==> src/design/i2cm_pkg.sv <==
// package: phase and primitive codes, operation codes and register indexes of the i2c master
package i2cm_pkg;

    // operation codes carried in the input word's tuser
    localparam logic [2:0] OP_TICK        = 3'd0;
    localparam logic [2:0] OP_REG_WRITE   = 3'd1;
    localparam logic [2:0] OP_REG_READ    = 3'd2;
    localparam logic [2:0] OP_BURST_WRITE = 3'd3;
    localparam logic [2:0] OP_BURST_READ  = 3'd4;
    localparam logic [2:0] OP_LOAD        = 3'd5;

    // configuration register indexes
    localparam logic CFG_WRITE_ADDR = 1'b0;
    localparam logic CFG_READ_ADDR  = 1'b1;

    typedef enum logic [3:0] {
        PH_IDLE, PH_START1, PH_ADDR, PH_ADDR_ACK, PH_REG, PH_REG_ACK,
        PH_DATA, PH_DATA_ACK, PH_MIDSTOP, PH_START2, PH_RADDR,
        PH_RADDR_ACK, PH_READ, PH_MACK, PH_NAK, PH_STOP
    } phase_t;

    typedef enum logic [2:0] {
        PR_START, PR_WRITE, PR_CHECK, PR_READ, PR_SEND, PR_STOP
    } prim_t;

    function automatic prim_t prim_of(input phase_t ph);
        prim_t p;
        p = PR_STOP;
        unique case (ph)
            PH_START1, PH_START2:                          p = PR_START;
            PH_ADDR, PH_REG, PH_DATA, PH_RADDR:            p = PR_WRITE;
            PH_ADDR_ACK, PH_REG_ACK, PH_DATA_ACK,
            PH_RADDR_ACK:                                  p = PR_CHECK;
            PH_READ:                                       p = PR_READ;
            PH_MACK, PH_NAK:                               p = PR_SEND;
            PH_IDLE, PH_MIDSTOP, PH_STOP:                  p = PR_STOP;
            default:                                       p = PR_STOP;
        endcase
        return p;
    endfunction

endpackage

==> src/design/i2c_master_register_access_core.sv <==
// i2c master core: tick-driven scl/sda sequencer with register and burst accesses
//
// Each input word is one bus timing tick and yields exactly one output word giving the
// driven scl/sda levels after that tick plus busy, received-byte, acknowledge and stop
// flags. One word is taken per clock cycle; the sequencer state sits in flip-flops and
// the burst bytes sit in a BURST_DEPTH x 8 buffer memory with a registered read port.
// The next burst byte to send is fetched during the acknowledge check of the previous
// byte (three ticks long), so the registered read is always ready by the time the data
// phase starts and the buffer never stalls the stream. The output word is held in a
// register: s_tready stays high while that register is empty or being drained, so the
// sequencer stalls while a result waits for m_tready. A transaction starts on
// an operation 1 to 4 given while idle, and that word is already its first tick; any
// request given while busy acts as a plain tick. Burst bytes are loaded with operation
// 5 while idle, and bytes received by a burst read are stored into the buffer too.
// The two address registers are read when an address byte is first put on the bus.
// Timing in ticks: start 4, written bit 3, read bit 2, acknowledge/ack/nak 3, stop 3.
// Acknowledge bits are reported but never abort a transaction.
module i2c_master_register_access_core
    import i2cm_pkg::*;
#(
    parameter int BURST_DEPTH = 16
)
(
    input  logic        clk,
    input  logic        rst_n,
    // configuration write channel
    input  logic        cfg_valid,
    output logic        cfg_ready,
    input  logic        cfg_index,       // 0 device write address, 1 device read address
    input  logic [7:0]  cfg_data,
    // input words, one per tick
    input  logic        s_tvalid,
    output logic        s_tready,
    // [6:0] slave_address, [14:7] register_address, [22:15] write_data,
    // [27:23] burst_length, [28] sda_in, [31:29] zero
    input  logic [31:0] s_tdata,
    // [2:0] operation
    input  logic [2:0]  s_tuser,
    // output words, one per tick
    output logic        m_tvalid,
    input  logic        m_tready,
    // [0] scl_level, [1] sda_level, [2] busy_res, [3] read_valid, [11:4] read_data,
    // [15:12] read_index, [16] ack_valid, [17] ack_level, [18] done_res, [23:19] zero
    output logic [23:0] m_tdata
);

    // counter wide enough to hold the depth itself, index just wide enough to address it
    localparam int BC_W  = $clog2(BURST_DEPTH + 1);
    localparam int IDX_W = (BURST_DEPTH > 1) ? $clog2(BURST_DEPTH) : 1;
    localparam logic [BC_W-1:0] DEPTH_BC = BC_W'(BURST_DEPTH);
    localparam logic [8:0]      DEPTH_9  = 9'(BURST_DEPTH);

    // configuration
    logic [7:0] dev_wr_addr_reg;
    logic [7:0] dev_rd_addr_reg;

    // sequencer state
    phase_t            phase_reg, phase_next;
    logic              scl_reg, scl_next;
    logic              sda_reg, sda_next;
    logic [1:0]        sub_reg, sub_next;
    logic [2:0]        bit_reg, bit_next;
    logic [BC_W-1:0]   byte_cnt_reg, byte_cnt_next;
    logic [7:0]        shift_reg, shift_next;
    logic [2:0]        kind_reg, kind_next;
    logic [6:0]        slave_reg, slave_next;
    logic [7:0]        regaddr_reg, regaddr_next;
    logic [7:0]        wdata_reg, wdata_next;
    logic [BC_W-1:0]   total_reg, total_next;
    logic [BC_W-1:0]   load_cnt_reg, load_cnt_next;

    // burst buffer
    logic [7:0]        buf_mem [BURST_DEPTH];
    logic [7:0]        buf_rd_data_reg;
    logic [IDX_W-1:0]  buf_rd_addr;
    logic              buf_wr_en;
    logic [IDX_W-1:0]  buf_wr_addr;
    logic [7:0]        buf_wr_data;

    // output word register
    logic              m_valid_reg;
    logic [23:0]       m_data_reg;

    // input word fields
    logic [2:0] in_op;
    logic [6:0] in_slave;
    logic [7:0] in_reg;
    logic [7:0] in_wdata;
    logic [4:0] in_len;
    logic       in_sda;

    logic       step;

    // tick working values (after a possible start)
    phase_t          ph_c;
    logic [1:0]      sub_c;
    logic [2:0]      bit_c;
    logic [BC_W-1:0] bc_c;
    logic [7:0]      sh_c;
    logic [2:0]      kind_c;
    logic            busy_c;
    logic [BC_W:0]   bc_inc;
    logic            finished;

    // result flags
    logic            rd_valid;
    logic            ack_valid;
    logic            done_flag;
    logic [BC_W+3:0] bc_ext;
    logic [23:0]     out_word;

    assign in_op    = s_tuser;
    assign in_slave = s_tdata[6:0];
    assign in_reg   = s_tdata[14:7];
    assign in_wdata = s_tdata[22:15];
    assign in_len   = s_tdata[27:23];
    assign in_sda   = s_tdata[28];

    assign cfg_ready = 1'b1;
    assign s_tready  = !m_valid_reg || m_tready;
    assign step      = s_tvalid && s_tready;
    assign m_tvalid  = m_valid_reg;
    assign m_tdata   = m_data_reg;

    // prefetch address: entry 0 during the register ack, else the byte after the current one
    assign bc_inc      = {1'b0, byte_cnt_reg} + 1'b1;
    assign buf_rd_addr = (phase_reg == PH_REG_ACK) ? '0 : bc_inc[IDX_W-1:0];

    // next state: start latch, one tick of the current primitive, phase advance
    always_comb
    begin
        logic [8:0]      len9;
        logic [BC_W:0]   bc_c_inc;
        phase_next    = phase_reg;
        scl_next      = scl_reg;
        sda_next      = sda_reg;
        sub_next      = sub_reg;
        bit_next      = bit_reg;
        byte_cnt_next = byte_cnt_reg;
        shift_next    = shift_reg;
        kind_next     = kind_reg;
        slave_next    = slave_reg;
        regaddr_next  = regaddr_reg;
        wdata_next    = wdata_reg;
        total_next    = total_reg;
        load_cnt_next = load_cnt_reg;
        buf_wr_en     = 1'b0;
        buf_wr_addr   = load_cnt_reg[IDX_W-1:0];
        buf_wr_data   = in_wdata;
        finished      = 1'b0;
        len9          = {4'd0, in_len};

        ph_c   = phase_reg;
        sub_c  = sub_reg;
        bit_c  = bit_reg;
        bc_c   = byte_cnt_reg;
        sh_c   = shift_reg;
        kind_c = kind_reg;

        if (phase_reg == PH_IDLE)
        begin
            if (in_op == OP_LOAD)
            begin
                if (load_cnt_reg < DEPTH_BC)
                begin
                    buf_wr_en     = 1'b1;
                    load_cnt_next = load_cnt_reg + 1'b1;
                end
            end
            else if (in_op == OP_REG_WRITE || in_op == OP_REG_READ ||
                     in_op == OP_BURST_WRITE || in_op == OP_BURST_READ)
            begin
                kind_next    = in_op;
                slave_next   = in_slave;
                regaddr_next = in_reg;
                wdata_next   = in_wdata;
                if (in_len == 5'd0 || len9 > DEPTH_9)
                    total_next = DEPTH_BC;
                else
                    total_next = BC_W'(len9);
                if (in_op == OP_BURST_WRITE)
                    load_cnt_next = '0;
                ph_c   = PH_START1;
                sub_c  = 2'd0;
                bit_c  = 3'd0;
                bc_c   = '0;
                sh_c   = 8'd0;
                kind_c = in_op;
            end
        end

        busy_c   = (ph_c != PH_IDLE);
        bc_c_inc = {1'b0, bc_c} + 1'b1;

        phase_next    = ph_c;
        sub_next      = sub_c;
        bit_next      = bit_c;
        byte_cnt_next = bc_c;
        shift_next    = sh_c;

        if (busy_c)
        begin
            sub_next = sub_c + 2'd1;
            unique case (prim_of(ph_c))
                PR_START:
                begin
                    unique case (sub_c)
                        2'd0: sda_next = 1'b1;
                        2'd1: scl_next = 1'b1;
                        2'd2: sda_next = 1'b0;
                        default:
                        begin
                            scl_next = 1'b0;
                            finished = 1'b1;
                        end
                    endcase
                end
                PR_WRITE:
                begin
                    if (sub_c == 2'd0)
                        sda_next = sh_c[7];
                    else if (sub_c == 2'd1)
                        scl_next = 1'b1;
                    else
                    begin
                        scl_next   = 1'b0;
                        shift_next = {sh_c[6:0], 1'b0};
                        if (bit_c == 3'd7)
                            finished = 1'b1;
                        else
                        begin
                            bit_next = bit_c + 3'd1;
                            sub_next = 2'd0;
                        end
                    end
                end
                PR_CHECK, PR_SEND:
                begin
                    if (sub_c == 2'd0)
                        sda_next = (ph_c == PH_MACK) ? 1'b0 : 1'b1;
                    else if (sub_c == 2'd1)
                        scl_next = 1'b1;
                    else
                    begin
                        scl_next = 1'b0;
                        finished = 1'b1;
                    end
                end
                PR_READ:
                begin
                    if (sub_c == 2'd0)
                    begin
                        if (bit_c == 3'd0)
                            sda_next = 1'b1;
                        scl_next   = 1'b1;
                        shift_next = {sh_c[6:0], in_sda};
                        // received bytes of a burst read also land in the buffer
                        if (bit_c == 3'd7 && kind_c == OP_BURST_READ && bc_c < DEPTH_BC)
                        begin
                            buf_wr_en   = 1'b1;
                            buf_wr_addr = bc_c[IDX_W-1:0];
                            buf_wr_data = {sh_c[6:0], in_sda};
                        end
                    end
                    else
                    begin
                        scl_next = 1'b0;
                        if (bit_c == 3'd7)
                            finished = 1'b1;
                        else
                        begin
                            bit_next = bit_c + 3'd1;
                            sub_next = 2'd0;
                        end
                    end
                end
                default:
                begin
                    if (sub_c == 2'd0)
                        sda_next = 1'b0;
                    else if (sub_c == 2'd1)
                        scl_next = 1'b1;
                    else
                    begin
                        sda_next = 1'b1;
                        finished = 1'b1;
                    end
                end
            endcase

            if (finished)
            begin
                sub_next   = 2'd0;
                bit_next   = 3'd0;
                shift_next = 8'd0;
                unique case (ph_c)
                    PH_START1:
                    begin
                        phase_next = PH_ADDR;
                        shift_next = (kind_c == OP_BURST_WRITE || kind_c == OP_BURST_READ)
                                     ? dev_wr_addr_reg : {slave_reg, 1'b0};
                        if (phase_reg == PH_IDLE)
                            shift_next = (kind_c == OP_BURST_WRITE ||
                                          kind_c == OP_BURST_READ)
                                         ? dev_wr_addr_reg : {in_slave, 1'b0};
                    end
                    PH_ADDR:     phase_next = PH_ADDR_ACK;
                    PH_ADDR_ACK:
                    begin
                        phase_next = PH_REG;
                        shift_next = regaddr_reg;
                    end
                    PH_REG:      phase_next = PH_REG_ACK;
                    PH_REG_ACK:
                    begin
                        byte_cnt_next = '0;
                        if (kind_c == OP_REG_WRITE)
                        begin
                            phase_next = PH_DATA;
                            shift_next = wdata_reg;
                        end
                        else if (kind_c == OP_BURST_WRITE)
                        begin
                            phase_next = PH_DATA;
                            shift_next = buf_rd_data_reg;
                        end
                        else if (kind_c == OP_REG_READ)
                            phase_next = PH_MIDSTOP;
                        else
                            phase_next = PH_START2;
                    end
                    PH_DATA:     phase_next = PH_DATA_ACK;
                    PH_DATA_ACK:
                    begin
                        byte_cnt_next = bc_c_inc[BC_W-1:0];
                        if (kind_c == OP_BURST_WRITE && bc_c_inc < {1'b0, total_reg})
                        begin
                            phase_next = PH_DATA;
                            shift_next = buf_rd_data_reg;
                        end
                        else
                            phase_next = PH_STOP;
                    end
                    PH_MIDSTOP:  phase_next = PH_START2;
                    PH_START2:
                    begin
                        phase_next = PH_RADDR;
                        shift_next = (kind_c == OP_REG_READ) ? {slave_reg, 1'b1}
                                                             : dev_rd_addr_reg;
                    end
                    PH_RADDR:    phase_next = PH_RADDR_ACK;
                    PH_RADDR_ACK:
                    begin
                        byte_cnt_next = '0;
                        phase_next    = PH_READ;
                    end
                    PH_READ:
                    begin
                        if (kind_c == OP_BURST_READ && bc_c_inc < {1'b0, total_reg})
                            phase_next = PH_MACK;
                        else
                            phase_next = PH_NAK;
                    end
                    PH_MACK:
                    begin
                        byte_cnt_next = bc_c_inc[BC_W-1:0];
                        phase_next    = PH_READ;
                    end
                    PH_NAK:      phase_next = PH_STOP;
                    default:     phase_next = PH_IDLE;
                endcase
            end
        end
    end

    // result flags of this tick
    always_comb
    begin
        prim_t p;
        p         = prim_of(ph_c);
        rd_valid  = busy_c && (p == PR_READ) && (sub_c == 2'd0) && (bit_c == 3'd7);
        ack_valid = busy_c && (p == PR_CHECK) && (sub_c == 2'd1);
        done_flag = busy_c && (p == PR_STOP) && (sub_c == 2'd2);
        bc_ext    = {4'd0, bc_c};
        out_word  = '0;
        out_word[0]     = scl_next;
        out_word[1]     = sda_next;
        out_word[2]     = busy_c;
        out_word[3]     = rd_valid;
        out_word[11:4]  = rd_valid ? shift_next : 8'd0;
        out_word[15:12] = rd_valid ? bc_ext[3:0] : 4'd0;
        out_word[16]    = ack_valid;
        out_word[17]    = ack_valid && in_sda;
        out_word[18]    = done_flag;
    end

    // configuration registers
    always_ff @(posedge clk or negedge rst_n)
    begin
        if (!rst_n)
        begin
            dev_wr_addr_reg <= 8'd0;
            dev_rd_addr_reg <= 8'd1;
        end
        else if (cfg_valid && cfg_ready)
        begin
            unique case (cfg_index)
                CFG_WRITE_ADDR: dev_wr_addr_reg <= cfg_data;
                CFG_READ_ADDR:  dev_rd_addr_reg <= cfg_data;
                default:        dev_wr_addr_reg <= dev_wr_addr_reg;
            endcase
        end
    end

    // sequencer state
    always_ff @(posedge clk or negedge rst_n)
    begin
        if (!rst_n)
        begin
            phase_reg    <= PH_IDLE;
            scl_reg      <= 1'b1;
            sda_reg      <= 1'b1;
            sub_reg      <= 2'd0;
            bit_reg      <= 3'd0;
            byte_cnt_reg <= '0;
            shift_reg    <= 8'd0;
            kind_reg     <= OP_TICK;
            slave_reg    <= 7'd0;
            regaddr_reg  <= 8'd0;
            wdata_reg    <= 8'd0;
            total_reg    <= '0;
            load_cnt_reg <= '0;
        end
        else if (step)
        begin
            phase_reg    <= phase_next;
            scl_reg      <= scl_next;
            sda_reg      <= sda_next;
            sub_reg      <= sub_next;
            bit_reg      <= bit_next;
            byte_cnt_reg <= byte_cnt_next;
            shift_reg    <= shift_next;
            kind_reg     <= kind_next;
            slave_reg    <= slave_next;
            regaddr_reg  <= regaddr_next;
            wdata_reg    <= wdata_next;
            total_reg    <= total_next;
            load_cnt_reg <= load_cnt_next;
        end
    end

    // burst buffer: one write port, one registered read port
    always_ff @(posedge clk)
    begin
        if (step && buf_wr_en)
            buf_mem[buf_wr_addr] <= buf_wr_data;
        buf_rd_data_reg <= buf_mem[buf_rd_addr];
    end

    // output word register
    always_ff @(posedge clk or negedge rst_n)
    begin
        if (!rst_n)
            m_valid_reg <= 1'b0;
        else if (step)
            m_valid_reg <= 1'b1;
        else if (m_tready)
            m_valid_reg <= 1'b0;
    end

    always_ff @(posedge clk)
    begin
        if (step)
            m_data_reg <= out_word;
    end

endmodule

==> config.mk <==
export PLATFORM = sky130hd
export DESIGN_NAME = i2c_master_register_access_core
export DESIGN_NICKNAME = d
export VERILOG_FILES = /design/src/design/i2cm_pkg.sv /design/src/design/i2c_master_register_access_core.sv
export SDC_FILE = /design/constraint.sdc
export NUM_CORES = 1
export LEC_CHECK = 0
export BUFFER_PORTS_ARGS = -buffer_cell sky130_fd_sc_hd__buf_4
export CORE_MARGIN = 4
export CORE_UTILIZATION = 60
export DETAILED_ROUTE_END_ITERATION = 8
export PLACE_DENSITY_LB_ADDON = 0.2
export SLEW_MARGIN = 10
export SYNTH_ARGS = -nofsm -noshare
export SYNTH_HDL_FRONTEND = slang
export SYNTH_SLANG_ARGS = --single-unit
==> constraint.sdc <==
create_clock -name clk -period 6.8 [get_ports clk]
set_input_delay 1.36 -clock clk [delete_from_list [all_inputs] [get_ports clk]]
set_output_delay 1.36 -clock clk [all_outputs]
set_load 0.03 [all_outputs]
After elaboration in Yosys (flattened, before gate mapping):

Memory sizes are Yosys's and may differ from the RTL's. A register that Yosys moved wholly into a read port is not among the register bits.
Index checks and enable logic that the tools add are counted.

* memories: 3
* bits of input ports: 49
* bits in writable memories: 128
* output and inout port bits: 27
* logic and storage cells: 218
* register bits: 96
* ROM bits: 96

* equal/unequal tests: 35
* bitwise logic cells: 2
* order comparisons: 4
* add/subtract/negate cells: 5
* reduce and logical (&&, ||, !) cells: 41
* multiplexer cells: 110

Memories
* buf_mem: depth 16, width 8, rd ports 1, clocked after memory_dff 1, write ports 1, line i2c_master_register_access_core.sv:73 `logic [7:0] buf_mem [BURST_DEPTH];`
* (name not given): depth 16, width 3, rd ports 1, clocked after memory_dff 0, write ports 0, line i2cm_pkg.sv:29 `unique case (ph)`
* (name not given): depth 16, width 3, rd ports 1, clocked after memory_dff 0, write ports 0, line i2cm_pkg.sv:29

Operators with widths (number)
* two-way mux 8 bit: 19
* two-way mux 4 bit: 13
* one-hot mux 4 bit (13 select lines): 1
* two-way mux 5 bit: 10
* one-hot mux 8 bit (5 select lines): 1
* two-way mux 3 bit: 13
* two-way mux 1 bit: 34
* equality test 4 bit (second input constant): 7
* equality test 3 x 2 -> 1 bit (second input constant): 8
* equality test 4 x 3 -> 1 bit (second input constant): 5
* two-way mux 2 bit: 10
* equality test 3 bit (second input constant): 6
* one-hot mux 8 bit (2 select lines): 1
* logical AND 1 bit: 14
* < comparator 5 bit (second input constant): 2
* one-hot mux 5 bit (2 select lines): 1
* OR reduction 2 bit: 5
* equality test 3 x 1 -> 1 bit (second input constant): 3
* equality test 4 x 2 -> 1 bit (second input constant): 2
* adder 5 x 1 -> 6 bit (second input constant): 1
* zero test 3 bit: 2
* logical OR 1 bit: 6
* < comparator 6 x 5 -> 1 bit: 1
* one-hot mux 1 bit (3 select lines): 2
* 24 further kinds: 30

Longest topological paths before layout:

* depth after elaboration: 17
* depth in mapped cells: 18
* mapped depth without buffers: 15

Worst setup path before layout:

No wires, ideal clock.

* kind: input-to-reg
* from: input s_tuser[1]
* to: memory buf_mem[0][6] (data pin)
* stages: 15
* slack: 1.587 ns
* buffers on the path: 6
* data arrival time: 4.872 ns
* library setup time: 0.341 ns
* required time: 6.459 ns
* path through: buf_6 or3_1 buf_6 nand3_1 clkbuf_1 buf_1 nand2_1 inv_1 ha_1 nand2_1 or3_1 clkbuf_1 a211o_1 buf_2 o31ai_1

* cells in the longest elaborated chain, start to end: 14
* elaborated cells on any way between the ends: 40
* those cells by class: order compare: 1; eq/ne: 8; mux: 23; reduce/logical: 7; memory: 1

RTL lines
* start: declaration: line i2c_master_register_access_core.sv:38 `input logic [2:0] s_tuser,`
* parallel branches: the longest is 13 deep, another holds memory read (16 x 3 bit)
* two-way mux 8 bit (*): line i2c_master_register_access_core.sv:201 `if (busy_c)`
* net buf_wr_data[6]: line i2c_master_register_access_core.sv:78 `logic [7:0] buf_wr_data;`
* end: declaration: line i2c_master_register_access_core.sv:73

Mark *: on every way through the listed nets, which the timed path passes. The select of a mux whose other input is x is not followed.

Worst setup path after layout:

* from: input s_tuser[0]
* to: memory buf_mem[1][4] (enable)

* cells in the longest elaborated chain, start to end: 17
* elaborated cells on any way between the ends: 46
* those cells by class: order compare: 1; eq/ne: 8; mux: 28; reduce/logical: 8; memory: 1

RTL lines
* parallel branches: the longest is 17 deep, another holds memory read (16 x 3 bit)

Parallel ways; which one is timed is not known. The select of a mux whose other input is x is not followed.

==> flow_metrics.env <==
export IMPL_run_status="complete, no violations"
export IMPL_clock_latency_ns=0.53
export IMPL_htreeDepth=1
export IMPL_grtUsageMet3=0.0380
export IMPL_wl_mm=27.5
export IMPL_critPathCaptureType="flip-flop"
export IMPL_setup_slack_ns=1.71
export IMPL_worstSetupStartpointType="input port"
export IMPL_core_um2=18600
export IMPL_groute_usage_overall=0.256
export IMPL_grt_pass1_wl_mm=43.7
export IMPL_fin_skew_ns=0.0127
export IMPL_fin_crit_sh=0.748
export IMPL_first_global_vias=8025
export IMPL_fmax_mhz=196
export IMPL_comb_power_share=0.339
export IMPL_top_usage_layer="met2"
export IMPL_synth_top_cell_area_share=0.389
export IMPL_post_cts_setup_buffers=0
export IMPL_switching_share=0.364
export IMPL_met1_usage=0.324
export IMPL_p_leak_nw=4.96
export IMPL_relSlewSlack=0.280
export IMPL_critPathTopFamily="simple AND/OR/NAND/NOR gates"
export IMPL_grt_ovfl_total=0
export IMPL_max_cap_violations=0
export IMPL_grt_antenna_before_repair=0
export IMPL_cts_buffers=24
export IMPL_cp_data_required_time_ns=6.96
export IMPL_cpPeakStageDelay_ns=0.60
export IMPL_ys_warn_count=0
export IMPL_fin_nets=1155
export IMPL_crit_chain="buf_4 > o21ai_2 > nand3_1 > nand2_1 > ha_1 > nand3_1 > or3_1 > a211oi_2 > buf_4 > mux2i_1 > nand2b_1 > nor2_1"
export IMPL_p_clk_frac=0.274
export IMPL_ys_seq_area_frac=0.573
export IMPL_place_congestion=0.935
export IMPL_switchingPower_mw=1.78
export IMPL_synth_area_leaders="edfxtp_1 39%, dfrtp_1 16%, nand2_1 6.1%"
export IMPL_largest_reg_flops=128
export IMPL_synth_seq_cells=232
export IMPL_finalSetupTns_ns=0
export IMPL_async_flop_share=0.332
export IMPL_dp_hpwl_mm=18.8
export IMPL_yosys_area_top_type="edfxtp_1"
export IMPL_report_power_total_mw=4.90
export IMPL_cts_tree="built"
export IMPL_ir_drop_mv=0.263
export IMPL_initial_core_util=0.609
export IMPL_wl_per_cell_um=20.4
export IMPL_first_iter_violations=841
export IMPL_area_growth_pct=12.7
export IMPL_stdcell_area_um2=12800
export IMPL_tightest_slew_ns=1.08
export IMPL_die_area_um2=21200
export IMPL_clockRootBuffer="clkbuf_16"
export IMPL_synth_top_cells_by_count="184 x nand2_1, 147 x edfxtp_1, 90 x nor2_1"
export IMPL_first_pass_iters=5
export IMPL_avgViaCountPerCell=6.15
export IMPL_slew_violations=0
export IMPL_met2_usage=0.454
export IMPL_yosysMostFrequentCell="nand2_1"
export IMPL_rows=50
export IMPL_synth_area_um2=11300
export IMPL_syn_instance_count=1050
export IMPL_ys_types=79
export IMPL_placed_cell_area_um2=12000
export IMPL_critPathSlowestCell="nor2_1"
export IMPL_hold_class="flip-flop to flip-flop"
export IMPL_p_int_mw=3.12
export IMPL_seqPwrFrac=0.387
export IMPL_powerDensity_nw_per_um2=383
export IMPL_fp_dieW_um=146
export IMPL_num_vias=8262
export IMPL_drc_errors=0
export IMPL_ant_nets=0
export IMPL_path_max_fanout=13
export IMPL_pre_cts_ws_ns=1.24
export IMPL_grt_start_max_net_pins=78
export IMPL_insertedDiodeCount=0
export IMPL_post_route_min_period_ns=5.09
export IMPL_hold_viol=0
export IMPL_synthFlopType="edfxtp_1"
export IMPL_regMostFlops="buf_mem"
export IMPL_port_buffers=66
export IMPL_io_pins=76
export IMPL_synth_edff_count=147
export IMPL_ctsHoldBuffers=0
export IMPL_cts_resized=0
export IMPL_synth_area_per_cell_um2=10.8
export IMPL_path_class="input port to flip-flop"
export IMPL_cts_sinks=232
export IMPL_clkTransAtPathRegs_ns=0.06
export IMPL_finalSetupViolations=0
export IMPL_clock_path_buffers=3
export IMPL_layout_drive_gt1_share=0.159
export IMPL_arrival_ns=5.25
export IMPL_rsz0062_at_grt="no"
export IMPL_crit_buf_inv=2
export IMPL_die_h_um=146
[area by class of cell]
class	count	area, µm²
repair buffers	82	616
multi-input cells	727	4450
well taps	234	293
fillers	1348	5850
clock buffers	30	663
inverters	25	93.8
flip-flops and latches	232	6510
clock inverters	14	163
[placed cells by master, fill, tap and decap left out, drive strengths merged, types with 27 or more instances in the layout]
cell	netlist	final
buf	29	82
nand3	27	27
o21ai	56	56
a31oi	28	28
edfxtp	147	147
nand2	185	185
clkbuf	41	30
a21oi	41	41
dfrtp	74	74
nor2	92	92
[through the flow]
stage	hold WS, ns	std cells	utilization
floorplan	0.439	1054	-
global placement	0.456	1300	0.642
detailed placement	0.464	1300	0.642
CTS	0.483	1344	0.686
global route	0.507	1344	0.686
finish	0.477	1344	0.686
[layer usage]
| layer | share of wire | wire length, µm |
|---|---|---|
| met5 | 0 | 0 |
| met4 | 0.040 | 1090 |
| met3 | 0.059 | 1610 |
| met2 | 0.51 | 14000 |
| met1 | 0.39 | 10800 |
[worst min-delay path, stage by stage, from the launching register on]
cell and delay (ns):
dfrtp_1 0.34, nand2_1 0.05, nand2_1 0.06
[kinds of logic after synthesis]
kind of cell,share of synthesized area
compound gates,0.150
xor+xnor,0.00849
other cells,0.000662
mux,0.0485
fa+ha+maj,0.0154
buf+inv,0.0369
flops,0.573
simple gates,0.166
[power by group through the flow]
stage	clock (mW)	combinational, mW	sequential [mW]
after global placement	0	1.60	1.91
after CTS	1.36	1.64	1.89
after global routing	1.42	1.82	1.92
final	1.34	1.66	1.89
after detailed placement	0	1.63	1.91
after floorplan	0	1.23	1.84
[path summary, 6_finish.rpt]
kind	from	end	slack [ns]	depth (start not counted)
min in group asynchronous	rst_n	m_tvalid$_DFFE_PN0P_	0.97	1
max reg2reg	phase_reg[3]$_DFFE_PN0P_	buf_mem[1][4]$_DFFE_PP_	1.75	12
min reg2reg	wdata_reg[0]$_DFFE_PN0P_	wdata_reg[0]$_DFFE_PN0P_	0.48	2
max	s_tuser[0]	buf_mem[1][4]$_DFFE_PP_	1.71	12
min	wdata_reg[0]$_DFFE_PN0P_	wdata_reg[0]$_DFFE_PN0P_	0.48	2
max in group asynchronous	rst_n	slave_reg[4]$_DFFE_PN0P_	5.13	1
Power figures use the tool's default switching activity.
